--- config.mk ---
export PLATFORM = sky130hd
export DESIGN_NAME = rnb_div
export DESIGN_NICKNAME = d
export VERILOG_FILES = /design/src/rtl/core/rnb_pkg.sv /design/src/rtl/core/rnb_div.sv
export SDC_FILE = /design/constraint.sdc
export NUM_CORES = 1
export LEC_CHECK = 0
export BUFFER_PORTS_ARGS = -buffer_cell sky130_fd_sc_hd__buf_2
export CORE_MARGIN = 5
export CORE_UTILIZATION = 62
export CTS_BUF_LIST = sky130_fd_sc_hd__clkbuf_4 sky130_fd_sc_hd__clkbuf_8
export CTS_CLUSTER_SIZE = 16
export DETAILED_ROUTE_END_ITERATION = 8
export GPL_ROUTABILITY_DRIVEN = 0
export GPL_TIMING_DRIVEN = 0
export PLACE_DENSITY = 0.79
export SETUP_SLACK_MARGIN = 0.05
export SLEW_MARGIN = 20
export SYNTH_ARGS = -nofsm -noshare
export SYNTH_HDL_FRONTEND = slang
export SYNTH_SLANG_ARGS = --single-unit
--- constraint.sdc ---
create_clock -name clk -period 4.2 [get_ports clk]
set_input_delay 0.84 -clock clk [delete_from_list [all_inputs] [get_ports clk]]
set_output_delay 0.84 -clock clk [all_outputs]
set_load 0.01 [all_outputs]
--- src/rtl/core/rnb_pkg.sv ---
`timescale 1ns / 1ps
// ----------------------------------------------------------------------------
// rnb_pkg
// Shared constants for the RMS norm backward block.
// ----------------------------------------------------------------------------
package rnb_pkg;
  localparam int unsigned IdxRowWidth = 0;
  localparam int unsigned IdxEpsilon  = 1;
  localparam logic [63:0] Cap62 = 64'h4000_0000_0000_0000;
  localparam logic signed [39:0] GsMax = 40'sh7F_FFFF_FFFF;
  localparam logic signed [39:0] GsMin = -40'sh80_0000_0000;
endpackage

--- src/rtl/core/rnb_div.sv ---
`timescale 1ns / 1ps
// ----------------------------------------------------------------------------
// rnb_div
// Restoring divider and integer square root, one bit per cycle.
// ----------------------------------------------------------------------------
module rnb_div
  import rnb_pkg::*;
(
  input  logic        clk,
  input  logic        rst_n,
  input  logic        start,
  input  logic        sqrt_mode,
  input  logic [63:0] num,
  input  logic [63:0] den,
  output logic        done,
  output logic [63:0] quo
);
  logic        busy_r;
  logic        done_r;
  logic        mode_r;
  logic [6:0]  cnt_r;
  logic [63:0] n_r, d_r, q_r;
  logic [64:0] rem_r;
  logic [64:0] trial;
  logic [65:0] rtrial;
  logic [65:0] rshift;

  assign trial  = {rem_r[63:0], n_r[63]} - {1'b0, d_r};
  assign rshift = {rem_r[63:0], n_r[63:62]};
  assign rtrial = rshift - {q_r, 2'b01};

  always_ff @(posedge clk) begin
    if (!rst_n) begin
      busy_r <= 1'b0;
      cnt_r  <= '0;
      done_r <= 1'b0;
    end else if (start) begin
      busy_r <= 1'b1;
      cnt_r  <= sqrt_mode ? 7'd32 : 7'd64;
      done_r <= 1'b0;
    end else if (busy_r) begin
      cnt_r <= cnt_r - 7'd1;
      // done rises together with the final quotient bit in the quotient register.
      done_r <= cnt_r == 7'd1;
      if (cnt_r == 7'd1) busy_r <= 1'b0;
    end else begin
      done_r <= 1'b0;
    end
    if (start) begin
      mode_r <= sqrt_mode;
      n_r    <= num;
      d_r    <= den;
      q_r    <= '0;
      rem_r  <= '0;
    end else if (busy_r) begin
      if (mode_r) begin
        n_r <= {n_r[61:0], 2'b00};
        if (!rtrial[65]) begin
          rem_r <= rtrial[64:0];
          q_r   <= {q_r[62:0], 1'b1};
        end else begin
          rem_r <= rshift[64:0];
          q_r   <= {q_r[62:0], 1'b0};
        end
      end else begin
        n_r <= {n_r[62:0], 1'b0};
        if (!trial[64]) begin
          rem_r <= {1'b0, trial[63:0]};
          q_r   <= {q_r[62:0], 1'b1};
        end else begin
          rem_r <= {rem_r[63:0], n_r[63]};
          q_r   <= {q_r[62:0], 1'b0};
        end
      end
    end
  end

  assign done = done_r;
  assign quo  = q_r;
endmodule

After elaboration in Yosys (flattened, before gate mapping) --
Index checks and enable logic that the tools add are counted.
Storage, ports and cells: flip-flop bits (word level) 266, latch bits 0, bits in writable memories 0, memory bits (read-only) 0, input port bits 132, output and inout bits 65, logic and storage cells 31, memories kept 0
Cells by class: add/sub/neg operators 3, multipliers 0, divide/modulo/power cells 0, order comparisons 0, eq/ne operators 1, shift operators 0, mux-type cells 15, bitwise logic cells 2, reductions and logical operators 2
Operators by type and width (number):
- two-way mux 64 bit | 6
- subtractor 66 bit | 1
- subtractor 65 x 64 -> 65 bit | 1
- two-way mux 7 bit | 3
- == test 7 x 1 -> 1 bit, second input constant | 1
- subtractor 7 x 1 -> 7 bit, second input constant | 1
- two-way mux 1 bit | 6
- OR reduction 3 bit | 1
- NOT 1 bit | 2
- nonzero test 2 bit | 1

Depth between registers and ports, before layout --
depth after elaboration 4, mapped depth 17, gate-level depth less buffers 15

Worst setup path after synthesis --
OpenSTA, ideal clock, no wires.
path type flip-flop to flip-flop, start register n_r[63], end register rem_r[39], library setup time 0.117 ns, data arrival time 3.521 ns, data required time 4.083 ns, slack 0.562 ns, cell stages (with the launch flop) 16, path buffers 2, clock period less this slack 3.638 ns, cell sequence edfxtp_1 inv_1 ha_1 inv_1 fa_1 a211oi_1 o21ai_0 o211ai_1 a21oi_1 o211ai_1 a22oi_1 xnor2_1 clkbuf_1 clkbuf_1 o211ai_1 a32o_1
Between the ends: word-level cells in the longest chain between the ends 3, elaborated cells on any way between the ends 5, classes of those cells add/sub: 2; mux: 3
RTL lines:
- start: declaration | RTL line rnb_div.sv:22 | logic [63:0] n_r, d_r, q_r;
- start signal: assignment | RTL line rnb_div.sv:51 | n_r <= num;
- start signal: assignment | RTL line rnb_div.sv:57 | n_r <= {n_r[61:0], 2'b00};
- start signal: assignment | RTL line rnb_div.sv:66 | n_r <= {n_r[62:0], 1'b0};
- subtractor 66 bit / subtractor 65 x 64 -> 65 bit (equally long branches) | RTL line rnb_div.sv:30, rnb_div.sv:28
- two-way mux 64 bit (on tied branches) | RTL line rnb_div.sv:58, rnb_div.sv:67
- two-way mux 64 bit * | RTL line rnb_div.sv:56 | if (mode_r) begin
- end signal: assignment | RTL line rnb_div.sv:59 | rem_r <= rtrial[64:0];
- end signal: assignment | RTL line rnb_div.sv:62 | rem_r <= rshift[64:0];
- end signal: assignment | RTL line rnb_div.sv:68 | rem_r <= {1'b0, trial[63:0]};
- end: declaration | RTL line rnb_div.sv:23 | logic [64:0] rem_r;
Mark *: on every way between the ends. The rest lies on a longest branch, timed or not. A chain may end at the register's enable or synchronous reset.

Worst setup path in the final report --
start register rem_r[22], end register rem_r[2]
Between the ends: word-level cells in the longest chain between the ends 3, elaborated cells on any way between the ends 5, classes of those cells add/sub: 2; mux: 3
RTL lines (RTL line):
- subtractor 66 bit / subtractor 65 x 64 -> 65 bit (equally long branches) | rnb_div.sv:30, rnb_div.sv:28
- two-way mux 64 bit (on tied branches) | rnb_div.sv:58, rnb_div.sv:67
- two-way mux 64 bit * | rnb_div.sv:56
Marked as above.

==> run_results.csv <==
group,metric,value,unit
status,status,"completed",
grt,grt_pass1_vias,18050,
clock_tree,cts_root_buffer,"clkbuf_8",
placement,dpl-instance-area,0.02105,mm2
finish,drive_gt1_share,13.50,%
clock_tree,clk_pin_slew_worst_paths,0.07,ns
detailed_routing,drt-total-wl,59.67,mm
worst_setup_path,rr_worst_depth,14,
synth,yosysTopAreaCellShare,19.83,%
detailed_routing,routed_via_density,6.257,
finish,final_area,0.02224,mm2
synth,avgSynthCellArea,8.328,um2
worst_setup_path,critPathRequiredTime,4.68,ns
clock_tree,clockBufferDepth,3,
grt,track_usage,32.21,%
detailed_routing,vias,18980,
worst_setup_path,cp_max_fo,10,
floorplan,die_h,187.5,um
clock_tree,clk_latency,0.60,ns
sta,min_period,4.048,ns
floorplan,dieArea,0.03515,mm2
finish,regArea,0.006616,mm2
finish,mostFrequentLayoutCells,"285 x nand2_1, 208 x buf_2, 206 x o21ai_0",
run,max_cap_viol_count,0,
clock_tree,cts_tree,"done",
sta,slew_headroom,30.71,%
clock_tree,cts-buffers-inserted,45,
synth,netlist_instances,2345,
detailed_routing,first_iter_violations,2366,
power,power,17.14,mW
detailed_routing,drtAntennaViolNets,0,
sta,holdWs,0.4160,ns
floorplan,die_w,187.5,um
power,power_density,770.8,mW/mm2
clock_tree,clkSinkCount,266,
synth,syn_nets,2608,
synth,yosysWarnings,0,
worst_setup_path,critPathLaunchType,"flop",
sta,post-route-period-util,96.37,%
synth,synth_top_family_by_area,"compound AO/OA/AOI/OAI gates",
floorplan,fp.coreArea,0.03131,mm2
synth,netlist_top_cells_area,"edfxtp_1 20%, dfxtp_1 14%, ha_1 8.3%",
worst_setup_path,end_kind,"flop",
synth,seq_area_frac_synth,33.88,%
grt,antenna_found_initial,4,
synth,yosysTopAreaCell,"edfxtp_1",
finish,fillers,2543,
finish,final_nets,2857,
sta,tightest_slew,1.039,ns
sta,hold_viol,0,
hold_path,hold_depth,1,
grt,grt_max_degree,67,
finish,layout_commonest_cell,"nand2_1",
synth,yosys_register_bits,266,
finish,fin_util,71.02,%
power,p_leak,9.840,nW
finish,areaGrowthSynthToFinish,13.86,%
sta,setup_viol,0,
worst_setup_path,crit_type,"flop to flop",
detailed_routing,drt-pass1-iter-count,7,
synth,synthesis.area,0.01953,mm2
synth,synth_compound_area_share,23.96,%
sta,setup_tns,0,ns
worst_setup_path,cp.arrival,4.53,ns
placement,dpl.hpwl,46.15,mm
sta,maxSlewViolCount,0,
floorplan,initial_core_util,62.37,%
synth,synthAdderAreaFrac,8.431,%
placement,port_buffers,196,
sta,skew,0.04431,ns
hold_path,min_path_type,"input pin to flop",
synth,synth-async-reset-ratio,0,%
grt,grt_pass1_wl,93.16,mm
synth,ys_types,83,
synth,synthMuxAreaShare,7.054,%
sta,max_freq,0.2471,GHz
detailed_routing,wl_per_cell,19.67,um
sta,rsz0062_at_grt,"false",
synth,synth_xor_area_share,5.426,%
synth,yosys.area_share.simple,15.09,%
synth,synth_edf_count,129,
power,max-vdd-ir-drop,0.5523,mV
clock_tree,cts_max_level,2,
floorplan,ioPinCount,197,
finish,multiInputGateArea,0.01182,mm2
detailed_routing,drc,0,
grt,grt.overflow.total,0,
synth,synthFlopType,"dfxtp_1",
floorplan,num_rows,65,
## per-layer routing
metal	wire length, um	track usage, %	up-vias
met2	25360	50.35	1183
met5	22	0	-
met3	8082	8.567	190
li1	-	-	8987
met4	2224	11.26	6
met1	23980	43.45	8618
## synthesized netlist by cell type (11+ instances only)
cell,instances
nand2_1,285
o21ai_0,209
nor2_1,187
a21oi_1,174
inv_1,167
dfxtp_1,137
mux2i_1,135
ha_1,130
edfxtp_1,129
clkbuf_1,96
xnor2_1,76
a21o_1,63
o211ai_1,45
xor2_1,45
nand4_1,41
a211oi_1,34
nor3_1,28
o21bai_1,24
nand3_1,22
nand2b_1,18
o21a_1,18
buf_1,16
a31oi_1,15
nor2b_1,15
o22ai_1,15
a32o_1,14
buf_2,13
a22oi_1,11
## repair_timing
item | in CTS | in global routing
pin swaps | 2 | 5
hold buffers | 0 | 0
setup buffers | 3 | 2
gates resized for setup | 15 | 33
cloned | 0 | 0
setup endpoints to repair | 65 | 65
## cell type report
| cell class | count | share of cell area, % |
|---|---|---|
| Antenna cell | 2 | 0.02251 |
| Buffer | 134 | 2.695 |
| Clock buffer | 63 | 3.646 |
| Clock inverter | 20 | 0.9115 |
| Inverter | 168 | 2.847 |
| Multi-Input combinational cell | 1777 | 53.15 |
| Sequential cell | 266 | 29.75 |
| Tap cell | 402 | 2.262 |
| Timing Repair Buffer | 202 | 4.715 |
## sequential cells by signal (all words and copies together) (netlist names)
name / count
d_r: 64
n_r: 64
quo: 64
rem_r: 64
cnt_r: 7
busy_r: 1
done: 1
mode_r: 1
## power breakdown
group	switching [mW]	leakage (nW)	internal, mW
clock network	1.10	0.530	1.50
logic	6.66	6.91	4.33
registers	0.494	2.41	3.05
total	8.26	9.84	8.88
## critical path, stage by stage (launching register included)
cell       delay, ns
dfxtp_1         0.40
ha_1            0.31
buf_2           0.17
nand4_2         0.17
or3_4           0.44
or3_4           0.36
a2111oi_4       0.32
a211oi_2        0.12
o21ba_1         0.26
or3_4           0.36
nand2_1         0.10
buf_4           0.20
buf_4           0.25
o211ai_1        0.17
a311oi_1        0.31
## final timing paths
| check | from | end | slack (ns) |
|---|---|---|---|
| hold / removal | den[16] | d_r[16] | 0.42 |
| setup reg to reg | rem_r[22] | rem_r[2] | 0.15 |
| setup / recovery | rem_r[22] | rem_r[2] | 0.15 |
| hold reg to reg | cnt_r[1] | cnt_r[1] | 0.51 |
## cells by family (layout without fill, tap and decap cells)
kind of cell	Yosys count	count (layout)
flip-flops	266	266
XOR/XNOR	121	121
other	0	2
adder cells (fa/ha/maj)	131	131
AO/OA/AOI/OAI	728	728
multiplexers	137	137
AND/OR/NAND/NOR	660	660
buffers and inverters	302	587
## through the flow
step	setup WS, ns	cells
floorplan	0.5619	2345
global placement	-1.826	2943
detailed placement	-0.7804	2944
CTS	0.06518	3030
global route	0.03924	3033
finish	0.1523	3034
(Power assumes the default switching activity.)
