[config.mk]
export PLATFORM = sky130hd
export DESIGN_NAME = rnb_mul
export DESIGN_NICKNAME = d
export VERILOG_FILES = /design/src/rtl/core/rnb_pkg.sv /design/src/rtl/core/rnb_mul.sv
export SDC_FILE = /design/constraint.sdc
export NUM_CORES = 2
export LEC_CHECK = 0
export ABC_AREA = 1
export BUFFER_PORTS_ARGS = -buffer_cell sky130_fd_sc_hd__buf_2
export CAP_MARGIN = 20
export CORE_MARGIN = 1
export CORE_UTILIZATION = 35
export DETAILED_ROUTE_END_ITERATION = 7
export PLACE_DENSITY = 0.48
export SETUP_SLACK_MARGIN = 0.02
export SYNTH_ARGS = -nofsm -noshare
export SYNTH_HDL_FRONTEND = slang
export SYNTH_SLANG_ARGS = --single-unit
export TNS_END_PERCENT = 20
[constraint.sdc]
create_clock -name clk -period 21.3 [get_ports clk]
set_clock_uncertainty 0.15 [all_clocks]
set_input_delay 2.13 -clock clk [delete_from_list [all_inputs] [get_ports clk]]
set_output_delay 2.13 -clock clk [all_outputs]
set_load 0.1 [all_outputs]
[src/rtl/core/rnb_pkg.sv]
`timescale 1ns / 1ps
// ----------------------------------------------------------------------------
// rnb_pkg
// Shared constants for the RMS norm backward block.
// ----------------------------------------------------------------------------
package rnb_pkg;
  localparam int unsigned IdxRowWidth = 0;
  localparam int unsigned IdxEpsilon  = 1;
  localparam logic [63:0] Cap62 = 64'h4000_0000_0000_0000;
  localparam logic signed [39:0] GsMax = 40'sh7F_FFFF_FFFF;
  localparam logic signed [39:0] GsMin = -40'sh80_0000_0000;
endpackage

[src/rtl/core/rnb_mul.sv]
`timescale 1ns / 1ps
// ----------------------------------------------------------------------------
// rnb_mul
// Shared 64x64 unsigned multiplier, one 32x32 partial product per cycle.
// ----------------------------------------------------------------------------
module rnb_mul
  import rnb_pkg::*;
(
  input  logic         clk,
  input  logic         rst_n,
  input  logic         start,
  input  logic [63:0]  a,
  input  logic [63:0]  b,
  output logic         done,
  output logic [127:0] prod
);
  logic [2:0]   step_r, step_nxt;
  logic         busy_r, busy_nxt;
  logic [63:0]  a_r, b_r;
  logic [127:0] acc_r, acc_nxt;
  logic [31:0]  pa, pb;
  logic [63:0]  pp;

  always_comb begin
    pa = step_r[1] ? a_r[63:32] : a_r[31:0];
    pb = step_r[0] ? b_r[63:32] : b_r[31:0];
  end
  assign pp = {32'd0, pa} * {32'd0, pb};

  always_comb begin
    busy_nxt = busy_r;
    step_nxt = step_r;
    acc_nxt  = acc_r;
    if (start) begin
      busy_nxt = 1'b1;
      step_nxt = '0;
      acc_nxt  = '0;
    end else if (busy_r) begin
      acc_nxt = acc_r + ({64'd0, pp} << (7'd32 * ({6'd0, step_r[1]} + {6'd0, step_r[0]})));
      step_nxt = step_r + 3'd1;
      if (step_r == 3'd3) busy_nxt = 1'b0;
    end
  end

  always_ff @(posedge clk) begin
    if (!rst_n) begin
      busy_r <= 1'b0;
      step_r <= '0;
    end else begin
      busy_r <= busy_nxt;
      step_r <= step_nxt;
    end
    acc_r <= acc_nxt;
    if (start) begin
      a_r <= a;
      b_r <= b;
    end
  end

  assign done = busy_r && step_r == 3'd3;
  assign prod = acc_nxt;
endmodule

Word-level counts from Yosys, hierarchy flattened
Index checks and enable logic that the tools add are counted.
{"block": "word_totals", "in_bits": 131, "reg_bits": 260, "word_cells": 21, "out_inout_bits": 129}
{"block": "classes", "bitwise_logic": 1, "n_mul": 1, "shift": 1, "eq_ne": 1, "add_sub_neg": 3, "muxes": 7, "reduce_logical": 2}
{"cell": "two-way mux 128 bit", "n": 2}
{"cell": "adder 128 bit", "n": 1}
{"cell": "left shift 64 x 7 -> 128 bit", "n": 1}
{"cell": "multiplier 32 x 32 -> 64 bit", "n": 1}
{"cell": "two-way mux 32 bit", "n": 2}
{"cell": "adder 3 x 1 -> 3 bit, second input constant", "n": 1}
{"cell": "equality test 3 x 2 -> 1 bit, second input constant", "n": 1}
{"cell": "two-way mux 1 bit", "n": 3}
{"cell": "adder 1 x 1 -> 2 bit", "n": 1}
{"cell": "OR reduction 2 bit", "n": 1}
{"cell": "logical AND 1 bit", "n": 1}
{"cell": "inverter 1 bit", "n": 1}

Longest topological paths before layout
{"block": "depth", "word_depth": 6, "mapped_depth": 56}

Worst setup path after synthesis
No wires, ideal clock.
{"block": "synth_timing", "path_type": "reg2out", "startpoint": "reg step_r[0]", "endpoint": "out prod[127]", "setup_slack_ns": 8.966, "path_stages_with_launch": 50, "t_required_ns": 19.020, "arrival_ns": 10.054, "path_buffers": 4, "path_cell_list": "dfxtp_1 buf_2 clkbuf_1 nand2_1 o21ai_0 clkbuf_1 clkbuf_1 nor2_1 fa_1 fa_1 fa_1 inv_1 fa_1 inv_1 fa_1 fa_1 fa_1 inv_1 [14 not listed] nor2_1 ha_1 nand2_1 nor2_1 inv_1 nor2_1 inv_1 nor2_1 inv_1 nor2_1 nand2_1 nand2_2 nand2_1 nand2_1 nand4_1 nand4_1 nand2_1 nor2_1"}
{"block": "synth_via", "elab_chain_len": 6}
{"item": "start: declaration", "line": "rnb_mul.sv:17", "source": "logic [2:0] step_r, step_nxt;"}
{"item": "start signal: assignment", "line": "rnb_mul.sv:51", "source": "step_r <= step_nxt;"}
{"item": "two-way mux 32 bit", "line": "rnb_mul.sv:26", "source": "pb = step_r[0] ? b_r[63:32] : b_r[31:0];"}
{"item": "multiplier 32 x 32 -> 64 bit", "line": "rnb_mul.sv:28", "source": "assign pp = {32'd0, pa} * {32'd0, pb};"}
{"item": "left shift 64 x 7 -> 128 bit (*)", "line": "rnb_mul.sv:39", "source": "acc_nxt = acc_r + ({64'd0, pp} << (7'd32 * ({6'd0, step_r[1]} + {6'd0, step_r[0]})));"}
{"item": "adder 128 bit (*)", "line": "rnb_mul.sv:39"}
{"item": "two-way mux 128 bit (*)", "line": "rnb_mul.sv:38", "source": "end else if (busy_r) begin"}
{"item": "two-way mux 128 bit (*)", "line": "rnb_mul.sv:34", "source": "if (start) begin"}
{"item": "end: declaration", "line": "rnb_mul.sv:15", "source": "output logic [127:0] prod"}
Mark *: on every way between the ends. The rest lies on a longest branch, timed or not.

Worst setup path in the final report
{"block": "layout_timing", "startpoint": "reg step_r[0]", "endpoint": "out prod[76]"}
The elaborated chain is that of the path after synthesis.

==> summary by stage <==
Synth
The average instance in the mapped netlist occupies 7.26 µm². By area the synthesized netlist is led by sky130_fd_sc_hd__fa_1, sky130_fd_sc_hd__inv_1, sky130_fd_sc_hd__nor2_1. For this run, the leading register cell type out of synthesis is sky130_fd_sc_hd__dfxtp_1. The count of state elements after synthesis is 260. The synthesized netlist net count is 8935. During synthesis, Yosys emitted a total of 0 warnings. Sequential cells were found to cover 11.9% of the synthesized design area. Summed over all instances, the cell type with the most area after synthesis is sky130_fd_sc_hd__fa_1.

The number of distinct library cell variants in the gate-level netlist after synthesis is 59. The synthesized design devotes to its leading area cell type 32.9% of total area. The post-synthesis async set-or-reset flop share is 0%. The cell count after synthesis is 7515. Summing every instance area after synthesis gives 54600 µm². In this run, synthesis inferred 128 flip-flops with an integrated enable.

STA
At the pin with the least slew margin, the transition time is 1.25 ns. The worst path in the final design needs a cycle of 16.17 ns, including I/O delays and setup. Setup total negative slack on the finished layout was measured at 0 ns. Timing would allow up to 61.8 MHz. The post-route fraction of the period consumed by the critical path is 75.9%.

The hold slack is 0.355 ns. The worst max-slew margin expressed relative to the limit is 15.7%. The final number of hold-violating endpoints is 0. Setup violations remaining at the end of the flow were counted as 0. The count of final max-slew check failures is 0. Setup repair after global routing left no endpoint under its margin.

Die
The standard cell core area is 154000 µm². Once the floorplan was initialized, standard cells occupied 35.3% of the core. The die covers 157000 µm². The die width is 397 µm. The number of core rows is 144. The top-level port count is 260. The die span in y is 397 µm.

Route
The DRC violation total after the first TritonRoute iteration is 4175. In the final routed layout, each cell accounts on average for 25.2 µm. Wires add up to 246 mm. The number of nets with antenna violations after detailed routing is 0. In the routed layout, each cell is associated on average with a via count of 5.20.

The routed layout has 50704 vias. The number of remaining DRC errors is 4. The number of detailed-route iterations in the first pass is 8.

Layout
Summing all non-filler instances in the final layout gives an area of 59800 µm². From synthesis to final layout, the design area changed by 9.67%. Counting the fill cells in the layout gives 16604. Of the cells placed in the final design, the portion with a size suffix greater than 1 is 7.20%. The net count of the finished layout is 9101.

Worst setup path
STA classifies the critical path startpoint as a flip-flop. The endpoint arrival time on the critical path is 13.89 ns. At the worst endpoint, the required time is 19.02 ns. For this design, the slowest cell found on the critical path is sky130_fd_sc_hd__clkinv_1.

STA classifies the critical path endpoint as an output port. In this design, the critical path's most frequently occurring cell is sky130_fd_sc_hd__fa_1. Along the worst path, the maximum fanout reaches 38. The worst setup path category is reg2out. The highest cell delay on the worst timing path is 0.79 ns.

Clocking
The number of clock buffers added by TritonCTS is 39. The sink count of the clock tree is 260. Post-CTS repair changed the size of 0 cells. The clock passes through at most 3 buffers. The number of buffers inserted by post-CTS setup repair is 0. The CTS H-tree depth is 2. The clock-pin slew of the registers on the worst-case setup and hold paths is 0.06 ns. TritonCTS built the clock tree. The root cell of the clock tree is sky130_fd_sc_hd__clkbuf_16. The insertion delay to the later sink of the worst-skew pair is 0.67 ns.

In this run, post-CTS hold repair placed 0 buffers.

Global routing
The first global-routing pass estimated 357 mm of wire. The global route total overflow is 0. The maximum number of pins on one net before global-route repair is 85. The via count of the first global-routing pass is 51996.

The all-layer global routing usage is 31.3%. The number of antenna violations at the first check in global routing is 2.

Placed design
The global placement routability congestion is 1.03. After detailed placement, the total cell area comes to 58500 µm². The number of port buffers is 259. The HPWL reported at the end of detailed placement is 209 mm.

Worst hold path
The tightest min-delay check is of the reg2reg type.

Status
The flow ran to the end, but the final reports show violations. The checks that failed: DRC.

Run
Across the run, the number of max-cap violations was 0.
sequential cells by signal, summed over array words and instances, names as in the netlist:
register and count:
acc_r 128, a_r 64, b_r 64, step_r 3
busy_r 1
cells in the mapped netlist, types with 11 or more instances:
master / n
sky130_fd_sc_hd__a21o_1: 37
sky130_fd_sc_hd__nand3_1: 190
sky130_fd_sc_hd__a21oi_1: 339
sky130_fd_sc_hd__o21ai_1: 74
sky130_fd_sc_hd__inv_1: 1617
sky130_fd_sc_hd__nand4_1: 35
sky130_fd_sc_hd__xor2_1: 86
sky130_fd_sc_hd__edfxtp_1: 128
sky130_fd_sc_hd__nor2_1: 1418
sky130_fd_sc_hd__nor3_1: 39
sky130_fd_sc_hd__fa_1: 897
sky130_fd_sc_hd__nand2_1: 1326
sky130_fd_sc_hd__nand2_2: 21
sky130_fd_sc_hd__o22ai_1: 11
sky130_fd_sc_hd__dfxtp_1: 132
sky130_fd_sc_hd__o21ai_0: 293
sky130_fd_sc_hd__xnor2_1: 20
sky130_fd_sc_hd__a31oi_1: 14
sky130_fd_sc_hd__clkbuf_1: 212
sky130_fd_sc_hd__ha_1: 392
sky130_fd_sc_hd__o211ai_1: 26
sky130_fd_sc_hd__o21bai_1: 32
sky130_fd_sc_hd__clkinv_1: 31
cell families after synthesis:
| family | Yosys count | share of synthesized area (%) |
|---|---|---|
| XOR/XNOR | 106 | 1.70 |
| multiplexers | 1 | 0.0183 |
| flip-flops | 260 | 11.9 |
| buffers and inverters | 1886 | 13.0 |
| AND/OR/NAND/NOR | 3090 | 22.5 |
| adder cells (fa/ha/maj) | 1289 | 41.9 |
| AO/OA/AOI/OAI | 883 | 8.99 |
worst paths after layout:
check                               from                     end  slack, ns  cells past startpoint
setup / recovery  step_r[0]$_SDFFE_PP0P_                prod[76]       5.13                     39
hold / removal    step_r[2]$_SDFFE_PP0P_  step_r[2]$_SDFFE_PP0P_       0.36                      2
setup reg to reg  step_r[0]$_SDFFE_PP0P_      acc_r[109]$_DFF_P_       8.21                     37
hold reg to reg   step_r[2]$_SDFFE_PP0P_  step_r[2]$_SDFFE_PP0P_       0.36                      2
metrics by stage:
stage               utilization (%)  setup slack, ns  std cells
floorplan                         -             8.97       7515
global placement               37.8             5.02       9678
detailed placement             37.9             5.98       9682
CTS                            38.7             5.23       9752
global route                   38.8             4.63       9754
finish                         38.8             5.13       9755
cell usage in the layout (no fill, tap or decap), types with 8 or more instances in the layout:
cell type                   instances
sky130_fd_sc_hd__inv_2              9
sky130_fd_sc_hd__buf_2            259
sky130_fd_sc_hd__inv_1           1616
sky130_fd_sc_hd__nand3_2            8
sky130_fd_sc_hd__nor3_1            39
sky130_fd_sc_hd__ha_1             391
sky130_fd_sc_hd__clkbuf_1           8
sky130_fd_sc_hd__a31oi_1           14
sky130_fd_sc_hd__a21oi_1          339
sky130_fd_sc_hd__nand3b_1           8
sky130_fd_sc_hd__a21o_1            37
sky130_fd_sc_hd__a21oi_2            9
sky130_fd_sc_hd__o21ai_0          273
sky130_fd_sc_hd__dfxtp_1          129
sky130_fd_sc_hd__o21ai_2           58
sky130_fd_sc_hd__nand2_1         1326
sky130_fd_sc_hd__or2_2             10
sky130_fd_sc_hd__o211ai_1          26
sky130_fd_sc_hd__nor2_1          1418
sky130_fd_sc_hd__nor4_1            10
sky130_fd_sc_hd__clkbuf_16         39
sky130_fd_sc_hd__o21bai_1          32
sky130_fd_sc_hd__o21ai_1           42
sky130_fd_sc_hd__nand4_1           35
sky130_fd_sc_hd__buf_4             91
sky130_fd_sc_hd__clkinv_1          34
sky130_fd_sc_hd__fa_1             897
sky130_fd_sc_hd__xnor2_1           20
sky130_fd_sc_hd__xor2_1            86
sky130_fd_sc_hd__edfxtp_1         128
sky130_fd_sc_hd__o22ai_1           11
sky130_fd_sc_hd__nand2_2           21
sky130_fd_sc_hd__nand3_1          190
critical path: cells and delay by family, from the launching register on:
kind	cells	cell delay, ns
buffers and inverters	7	2.40
flip-flops	1	0.65
XOR/XNOR	1	0.17
AND/OR/NAND/NOR	9	1.65
AO/OA/AOI/OAI	12	3.27
adder cells (fa/ha/maj)	10	4.98
layout make-up:
| type | instances | area (µm²) | share of cell area [%] |
|---|---|---|---|
| Multi-Input combinational cell | 5369 | 41200 | 68.8 |
| Clock buffer | 49 | 1030 | 1.73 |
| Inverter | 1656 | 6220 | 10.4 |
| Antenna cell | 1 | 2.50 | 0.00418 |
| Clock inverter | 21 | 292 | 0.487 |
| Timing Repair Buffer | 355 | 2060 | 3.44 |
| Sequential cell | 260 | 6500 | 10.9 |
| Tap cell | 2044 | 2560 | 4.27 |
routing by layer:
metal / routed length, µm / vias up / global-route usage [%]
met5: 0 / - / 0
met4: 13800 / 0 / 14.9
met3: 15300 / 425 / 3.83
met2: 116000 / 1939 / 52.2
met1: 102000 / 25333 / 40.1
li1: - / 23007 / -
Power is left out: the tool's default activity adds up to more than one toggle a clock period on the data nets, which glitch-free logic cannot reach.
